--- src/rtl/ipbf_pkg.sv ---
// shared types and constants of the ipv4 blocklist filter
`timescale 1ns / 1ps

package ipbf_pkg;

  // default number of slots in each block table
  localparam int unsigned TableEntriesDef = 16;
  // width of the slot index on the write port
  localparam int unsigned EntryIdxW = 4;

  // frame constants
  localparam logic [15:0] EthPIp     = 16'h0800;
  localparam logic [7:0]  IpprotoTcp = 8'd6;
  localparam logic [7:0]  IpprotoUdp = 8'd17;
  localparam logic [6:0]  MinIpv4Len = 7'd34;
  localparam logic [6:0]  MinUdpLen  = 7'd42;
  localparam logic [6:0]  MinTcpLen  = 7'd54;
  localparam logic [5:0]  CountMax   = 6'd63;

  // verdict codes
  localparam logic VerdictPass = 1'b0;
  localparam logic VerdictDrop = 1'b1;

  typedef enum logic {
    ActPacket = 1'b0,
    ActWrite  = 1'b1
  } ipbf_action_e;

  typedef enum logic [1:0] {
    TblSrc   = 2'd0,
    TblDst   = 2'd1,
    TblProto = 2'd2,
    TblPort  = 2'd3
  } ipbf_table_e;

  // one input transaction as held in the input register
  typedef struct packed {
    ipbf_action_e   action;
    logic [7:0]     data_byte;
    logic           last_byte;
    ipbf_table_e    table_select;
    logic [EntryIdxW-1:0] entry_index;
    logic [31:0]    entry_key;
    logic           entry_present;
  } ipbf_item_t;

  // header fields captured from the frame
  typedef struct packed {
    logic [15:0] ether_type;
    logic [7:0]  protocol;
    logic [31:0] src_addr;
    logic [31:0] dst_addr;
    logic [15:0] l4_port;
  } ipbf_frame_t;

endpackage

--- src/rtl/ipbf_parser.sv ---
// byte counter and header field capture for one frame
`timescale 1ns / 1ps

module ipbf_parser (
  input  logic                  clk_i,
  input  logic                  rst_ni,
  input  logic                  en_i,
  input  logic [7:0]            data_byte_i,
  input  logic                  last_byte_i,
  output ipbf_pkg::ipbf_frame_t frame_o,
  output logic [5:0]            count_o
);

  logic [5:0]            count_q, count_d;
  ipbf_pkg::ipbf_frame_t frame_q, frame_d;
  ipbf_pkg::ipbf_frame_t frame_cap;

  // fields with the current byte applied at its offset
  always_comb begin
    frame_cap = frame_q;
    case (count_q) inside
      6'd12, 6'd13: frame_cap.ether_type = {frame_q.ether_type[7:0], data_byte_i};
      6'd23: frame_cap.protocol = data_byte_i;
      [6'd26:6'd29]: frame_cap.src_addr = {frame_q.src_addr[23:0], data_byte_i};
      [6'd30:6'd33]: frame_cap.dst_addr = {frame_q.dst_addr[23:0], data_byte_i};
      6'd36, 6'd37: frame_cap.l4_port = {frame_q.l4_port[7:0], data_byte_i};
      default: frame_cap = frame_q;
    endcase
  end

  // frame state clears after the last byte, counter saturates
  always_comb begin
    frame_d = frame_q;
    count_d = count_q;
    if (en_i) begin
      if (last_byte_i) begin
        frame_d = '0;
        count_d = '0;
      end else begin
        frame_d = frame_cap;
        if (count_q < ipbf_pkg::CountMax) begin
          count_d = count_q + 6'd1;
        end
      end
    end
  end

  always_ff @(posedge clk_i or negedge rst_ni) begin
    if (!rst_ni) begin
      frame_q <= '0;
      count_q <= '0;
    end else begin
      frame_q <= frame_d;
      count_q <= count_d;
    end
  end

  assign frame_o = frame_cap;
  assign count_o = count_q;

endmodule

--- src/rtl/ipbf_table.sv ---
// one block table: keyed slots with present bits and a parallel match
`timescale 1ns / 1ps

module ipbf_table #(
  parameter int unsigned Entries = ipbf_pkg::TableEntriesDef,
  parameter int unsigned KeyW    = 32
) (
  input  logic                          clk_i,
  input  logic                          rst_ni,
  input  logic                          wr_en_i,
  input  logic [ipbf_pkg::EntryIdxW-1:0] wr_index_i,
  input  logic [KeyW-1:0]               wr_key_i,
  input  logic                          wr_present_i,
  input  logic [KeyW-1:0]               lookup_i,
  output logic                          hit_o
);

  localparam int unsigned IdxW = ipbf_pkg::EntryIdxW;

  logic [Entries-1:0] present_q;
  logic [KeyW-1:0]    key_q [Entries];

  // present bits, cleared at reset
  always_ff @(posedge clk_i or negedge rst_ni) begin
    if (!rst_ni) begin
      present_q <= '0;
    end else begin
      for (int i = 0; i < Entries; i++) begin
        if (wr_en_i && (wr_index_i == IdxW'(i))) begin
          present_q[i] <= wr_present_i;
        end
      end
    end
  end

  // key storage
  always_ff @(posedge clk_i) begin
    for (int i = 0; i < Entries; i++) begin
      if (wr_en_i && (wr_index_i == IdxW'(i))) begin
        key_q[i] <= wr_key_i;
      end
    end
  end

  // match against every present slot
  always_comb begin
    hit_o = 1'b0;
    for (int i = 0; i < Entries; i++) begin
      if (present_q[i] && (key_q[i] == lookup_i)) begin
        hit_o = 1'b1;
      end
    end
  end

endmodule

--- src/rtl/ipv4_packet_blocklist_filter_unit.sv ---
// top level of the ipv4 blocklist packet filter
// a last frame byte waits in the input register once accepted, and its verdict is loaded
//   into the result register when that byte advances, which it does only past a free output
// throughput: one transaction per cycle, set by the single-pass table match, while no result stalls
// reset: clears frame state and all present bits at once, no clearing pass
`timescale 1ns / 1ps

module ipv4_packet_blocklist_filter_unit #(
  parameter int unsigned TABLE_ENTRIES = ipbf_pkg::TableEntriesDef
) (
  input  logic                           clk_i,
  input  logic                           rst_ni,
  input  logic                           in_valid_i,
  output logic                           in_ready_o,
  input  logic                           action_i,
  input  logic [7:0]                     data_byte_i,
  input  logic                           last_byte_i,
  input  logic [1:0]                     table_select_i,
  input  logic [ipbf_pkg::EntryIdxW-1:0] entry_index_i,
  input  logic [31:0]                    entry_key_i,
  input  logic                           entry_present_i,
  output logic                           out_valid_o,
  input  logic                           out_ready_i,
  output logic                           verdict_o
);

  // slots beyond the index range can never be written
  localparam int unsigned IdxSpan    = 1 << ipbf_pkg::EntryIdxW;
  localparam int unsigned TableDepth = (TABLE_ENTRIES < IdxSpan) ? TABLE_ENTRIES : IdxSpan;

  ipbf_pkg::ipbf_item_t  item_q;
  logic                  item_valid_q, item_valid_d;
  logic                  out_valid_q, out_valid_d;
  logic                  verdict_q, verdict_d;
  logic                  produces, advance, in_accept;
  logic                  pkt_en, wr_en;
  ipbf_pkg::ipbf_frame_t frame;
  logic [5:0]            count;
  logic [6:0]            frame_len;
  logic                  src_hit, dst_hit, proto_hit, port_hit;
  logic                  is_tcp, is_udp;

  // input register handshake
  assign produces   = (item_q.action == ipbf_pkg::ActPacket) && item_q.last_byte;
  assign advance    = item_valid_q && (!produces || !out_valid_q || out_ready_i);
  assign in_ready_o = !item_valid_q || advance;
  assign in_accept  = in_valid_i && in_ready_o;

  always_comb begin
    item_valid_d = item_valid_q;
    if (in_accept) begin
      item_valid_d = 1'b1;
    end else if (advance) begin
      item_valid_d = 1'b0;
    end
  end

  always_ff @(posedge clk_i or negedge rst_ni) begin
    if (!rst_ni) begin
      item_valid_q <= 1'b0;
    end else begin
      item_valid_q <= item_valid_d;
    end
  end

  always_ff @(posedge clk_i) begin
    if (in_accept) begin
      item_q.action        <= ipbf_pkg::ipbf_action_e'(action_i);
      item_q.data_byte     <= data_byte_i;
      item_q.last_byte     <= last_byte_i;
      item_q.table_select  <= ipbf_pkg::ipbf_table_e'(table_select_i);
      item_q.entry_index   <= entry_index_i;
      item_q.entry_key     <= entry_key_i;
      item_q.entry_present <= entry_present_i;
    end
  end

  assign pkt_en = advance && (item_q.action == ipbf_pkg::ActPacket);
  assign wr_en  = advance && (item_q.action == ipbf_pkg::ActWrite);

  // frame parsing
  ipbf_parser u_parser (
    .clk_i       (clk_i),
    .rst_ni      (rst_ni),
    .en_i        (pkt_en),
    .data_byte_i (item_q.data_byte),
    .last_byte_i (item_q.last_byte),
    .frame_o     (frame),
    .count_o     (count)
  );

  // block tables
  ipbf_table #(.Entries(TableDepth), .KeyW(32)) u_src_table (
    .clk_i        (clk_i),
    .rst_ni       (rst_ni),
    .wr_en_i      (wr_en && (item_q.table_select == ipbf_pkg::TblSrc)),
    .wr_index_i   (item_q.entry_index),
    .wr_key_i     (item_q.entry_key),
    .wr_present_i (item_q.entry_present),
    .lookup_i     (frame.src_addr),
    .hit_o        (src_hit)
  );

  ipbf_table #(.Entries(TableDepth), .KeyW(32)) u_dst_table (
    .clk_i        (clk_i),
    .rst_ni       (rst_ni),
    .wr_en_i      (wr_en && (item_q.table_select == ipbf_pkg::TblDst)),
    .wr_index_i   (item_q.entry_index),
    .wr_key_i     (item_q.entry_key),
    .wr_present_i (item_q.entry_present),
    .lookup_i     (frame.dst_addr),
    .hit_o        (dst_hit)
  );

  ipbf_table #(.Entries(TableDepth), .KeyW(8)) u_proto_table (
    .clk_i        (clk_i),
    .rst_ni       (rst_ni),
    .wr_en_i      (wr_en && (item_q.table_select == ipbf_pkg::TblProto)),
    .wr_index_i   (item_q.entry_index),
    .wr_key_i     (item_q.entry_key[7:0]),
    .wr_present_i (item_q.entry_present),
    .lookup_i     (frame.protocol),
    .hit_o        (proto_hit)
  );

  ipbf_table #(.Entries(TableDepth), .KeyW(16)) u_port_table (
    .clk_i        (clk_i),
    .rst_ni       (rst_ni),
    .wr_en_i      (wr_en && (item_q.table_select == ipbf_pkg::TblPort)),
    .wr_index_i   (item_q.entry_index),
    .wr_key_i     (item_q.entry_key[15:0]),
    .wr_present_i (item_q.entry_present),
    .lookup_i     (frame.l4_port),
    .hit_o        (port_hit)
  );

  // verdict decision
  assign frame_len = {1'b0, count} + 7'd1;
  assign is_tcp    = (frame.protocol == ipbf_pkg::IpprotoTcp);
  assign is_udp    = (frame.protocol == ipbf_pkg::IpprotoUdp);

  always_comb begin
    if (frame_len < ipbf_pkg::MinIpv4Len) begin
      verdict_d = ipbf_pkg::VerdictDrop;
    end else if (frame.ether_type != ipbf_pkg::EthPIp) begin
      verdict_d = ipbf_pkg::VerdictPass;
    end else if ((frame.src_addr == '0) || (frame.dst_addr == '0)) begin
      verdict_d = ipbf_pkg::VerdictDrop;
    end else if (src_hit || dst_hit || proto_hit) begin
      verdict_d = ipbf_pkg::VerdictDrop;
    end else if (is_tcp && (frame_len < ipbf_pkg::MinTcpLen)) begin
      verdict_d = ipbf_pkg::VerdictDrop;
    end else if (is_udp && (frame_len < ipbf_pkg::MinUdpLen)) begin
      verdict_d = ipbf_pkg::VerdictDrop;
    end else if ((is_tcp || is_udp) && port_hit) begin
      verdict_d = ipbf_pkg::VerdictDrop;
    end else begin
      verdict_d = ipbf_pkg::VerdictPass;
    end
  end

  // result register
  always_comb begin
    out_valid_d = out_valid_q;
    if (advance && produces) begin
      out_valid_d = 1'b1;
    end else if (out_ready_i) begin
      out_valid_d = 1'b0;
    end
  end

  always_ff @(posedge clk_i or negedge rst_ni) begin
    if (!rst_ni) begin
      out_valid_q <= 1'b0;
    end else begin
      out_valid_q <= out_valid_d;
    end
  end

  always_ff @(posedge clk_i) begin
    if (advance && produces) begin
      verdict_q <= verdict_d;
    end
  end

  assign out_valid_o = out_valid_q;
  assign verdict_o   = verdict_q;

endmodule

--- config.mk ---
export PLATFORM = sky130hd
export DESIGN_NAME = ipv4_packet_blocklist_filter_unit
export DESIGN_NICKNAME = d
export VERILOG_FILES = /design/src/rtl/ipbf_pkg.sv /design/src/rtl/ipbf_parser.sv /design/src/rtl/ipbf_table.sv /design/src/rtl/ipv4_packet_blocklist_filter_unit.sv
export SDC_FILE = /design/constraint.sdc
export NUM_CORES = 2
export LEC_CHECK = 0
export BUFFER_PORTS_ARGS = -buffer_cell sky130_fd_sc_hd__buf_2
export CAP_MARGIN = 20
export CORE_MARGIN = 4
export CORE_UTILIZATION = 45
export DETAILED_ROUTE_END_ITERATION = 6
export MAX_ROUTING_LAYER = met4
export SLEW_MARGIN = 5
export SYNTH_ARGS = -nofsm -noshare
export SYNTH_HDL_FRONTEND = slang
export SYNTH_SLANG_ARGS = --single-unit
export TNS_END_PERCENT = 1
--- constraint.sdc ---
create_clock -name clk_i -period 9.55 [get_ports clk_i]
set_clock_uncertainty 0.2 [all_clocks]
set_input_delay 1.4325 -clock clk_i [delete_from_list [all_inputs] [get_ports clk_i]]
set_output_delay 1.4325 -clock clk_i [all_outputs]
set_load 0.01 [all_outputs]
==> flow_metrics.py <==
metrics = {
    "die": {
        "die_h_um": 413,
        "die-width_um": 413,
        "dieArea_sq_mm": 0.171,
        "rows": 148,
        "ios": 56,
        "start_util_pct": 45.4,
        "coreArea_sq_mm": 0.163,
    },
    "route": {
        "drt-vias-per-instance": 6.46,
        "first_pass_iters": 7,
        "vias": 50200,
        "drtAntennaViolNets": 0,
        "drt-initial-drc-count": 8491,
        "drc": 16,
        "drt-total-wl_um": 283000,
        "wire_per_inst_um": 36.4,
    },
    "global_route": {
        "antenna_found_initial": 18,
        "grt_pass1_wl_um": 385000,
        "grt_pass1_vias": 47300,
        "grt_max_degree": 88,
        "grt_use_total_pct": 33.5,
        "grt_overflow": 0,
    },
    "worst_setup_path": {
        "reg2reg_slack_ps": 3370,
        "crit-reg2reg-launch": "u_parser.count_o[1]",
        "r2r_end": "verdict_o",
        "critPathBufInv": 3,
        "cp_cell_sequence": "inv_1 -> ha_1 -> nor3b_4 -> nor3_4 -> buf_4 -> o21ba_4 -> buf_4 -> mux2i_2 -> xor2_1 -> nand4_1 -> nor4_1 -> nand4_1 -> nand3_1 -> nor4_1 -> a31oi_1",
        "endpoint_kind": "flip-flop",
        "slowest_stage": "mux2i_2",
        "max_stage_delay_ps": 1010,
        "critPathArrivalTime_ps": 6540,
        "ff2ff_path_depth": 15,
        "startpoint_type": "flip-flop",
        "critical_path_class": "reg -> reg",
        "critical_path.top_delay_family": "simple AND/OR/NAND/NOR gates",
        "worstPathMaxFanout": 43,
        "required_ps": 9910,
    },
    "yosys": {
        "post-synth-top-count-cell": "edfxtp_1",
        "syn-num-nets": 5319,
        "synth_top_area_cell": "edfxtp_1",
        "synthTopCellsByCount": "edfxtp_1, xnor2_1, xor2_1, nor4_1, nand4_1",
        "synth_area_sq_mm": 0.0739,
        "ys_seq_elements": 1634,
        "async_reset_ff_share_pct": 10.8,
        "syn_avg_cell_area_sq_um": 14.1,
        "synth_ff_type": "edfxtp_1",
        "synth_edf_count": 1458,
        "yosysSeqAreaShare_pct": 65.2,
        "ys_top_cells_by_area": "edfxtp_1, xnor2_1, dfrtp_1, xor2_1, nor4_1",
        "syn_inst": 5262,
        "yosysWarnings": 0,
        "ys_types": 82,
        "yosysTopAreaCellShare_pct": 59.2,
    },
    "clocking": {
        "clk_latency_ps": 840,
        "path_clk_slew_ps": 60,
        "numCtsBuffers": 175,
        "cts_setup_buffers": 0,
        "clk_path_buf_depth": 3,
        "ctsResizeCount": 0,
        "clock-sinks": 1634,
        "cts_tree": "done",
        "postCtsHoldBufs": 0,
        "htreeDepth": 4,
        "cts-root-buf": "clkbuf_16",
    },
    "timing": {
        "slew_headroom_pct": 21.0,
        "setup_viol": 0,
        "rsz0062_at_grt": "false",
        "hold_violations": 0,
        "finalSetupTns_ps": 0,
        "finalMaxSlewViolations": 0,
        "fin_hold_ws_ps": 306,
        "tightest_slew_ps": 1180,
        "period_share_pct": 64.7,
        "post-route-min-period_ps": 6180,
        "fmax_mhz": 162,
    },
    "cells_and_area": {
        "nNetsFinal": 5487,
        "area.sequential_sq_mm": 0.0482,
        "multiInputGateArea_sq_mm": 0.0245,
        "postLayoutCoreUtil_pct": 51.3,
        "instances_no_fill": 7769,
        "n_fill_cell": 13700,
        "syn_to_final_growth_pct": 13.0,
        "drive_above_1_share_pct": 12.9,
    },
    "worst_hold_path": {
        "hold_path_class": "reg -> reg",
        "whs_path_depth": 1,
        "hold_path_end": "u_port_table.present_q[0]",
        "hold_start": "u_port_table.present_q[0]",
    },
    "job": {
        "max-cap-violations": 0,
    },
    "placed_design": {
        "io_buffers": 55,
        "dp_cells": 7425,
        "place.gp.congestion": 1.01,
        "dp_hpwl_um": 166000,
    },
    "power_and_ir_drop": {
        "ir_drop_uv": 172,
        "power_leakage_nw": 26.9,
        "power.density_mw_per_mm2": 183,
    },
    "outcome": {
        "violations": "DRC",
        "status": "finished, violations left",
    },
}
## worst reg2reg max path, cell delays in order (launching register included)
cell	delay (ps)
dfrtp_1	510
inv_1	140
ha_1	260
nor3b_4	640
nor3_4	80
buf_4	340
o21ba_4	350
buf_4	710
mux2i_2	1080
xor2_1	180
nand4_1	180
nor4_1	70
nand4_1	100
nand3_1	170
nor4_1	730
a31oi_1	190
## per-stage QoR
stage	total power, mW	instance area (sq um)	setup slack [ps]
3_3_place_gp	8.75	77800	3700
5_1_grt	15.7	83500	3260
3_5_place_dp	8.76	77900	3570
4_1_cts	15.3	83400	3550
2_1_floorplan	8.36	73900	5090
6_report	15.3	83500	3370
## routing by layer
layer / share of wire (%) / global-route usage [%] / wire length, um
met1: 39 / 45.3 / 110000
met2: 43 / 48.2 / 122000
met5: 0 / - / 0
met3: 12 / 7.92 / 34600
met4: 5.7 / 15.3 / 16100
## cell type report
type / instances / area share (%)
inverters: 141 / 0.634
multi-input cells: 3200 / 29.3
well taps: 2175 / 3.26
diodes: 13 / 0.0389
flip-flops and latches: 1634 / 57.7
repair buffers: 278 / 2.43
clock buffers: 246 / 5.84
clock inverters: 82 / 0.821
## worst max path at each step
| stage | startpoint | endpoint | cells after the start |
|---|---|---|---|
| 6_report | u_parser.count_o[1] | verdict_o | 15 |
| 3_5_place_dp | u_parser.count_o[1] | verdict_o | 15 |
| 5_1_grt | u_parser.count_o[1] | verdict_o | 15 |
| 4_1_cts | u_parser.count_o[1] | verdict_o | 15 |
| 2_1_floorplan | out_ready_i | item_q[0] | 3 |
| 3_3_place_gp | u_parser.count_o[1] | verdict_o | 15 |
## layout by cell type, fill, tap and decap left out, types with 132 or more instances in the layout
cell type  count
o22ai_1      161
clkbuf_16    178
dfrtp_1      171
nor4_1       215
edfxtp_1    1458
xnor2_1      878
xor2_1       493
nand4_1      213
buf_4        217
nand2_1      132
## logic make-up after synthesis
logic type / after synthesis / synth area share (%)
compound gates: 674 / 6.23
xor+xnor: 1371 / 16.2
fa+ha+maj: 4 / 0.0677
buf+inv: 428 / 2.47
flops: 1634 / 65.2
mux: 137 / 2.27
simple gates: 1014 / 7.54
## flip-flops by register name (all words and copies together) (netlist names), 6 cells and up
name	count
u_proto_table.present_q	16
u_parser.frame_q	104
item_q	49
u_port_table.key_q	256
u_dst_table.key_q	512
u_parser.count_o	6
u_port_table.present_q	16
u_src_table.key_q	512
u_src_table.present_q	16
u_proto_table.key_q	128
u_dst_table.present_q	16
## power breakdown
group / switching, mW / internal [mW]
sequential: 0.0718 / 7.87
clock: 2.89 / 3.77
combinational: 0.546 / 0.151
Note: power is estimated with default switching activity, not from simulation.
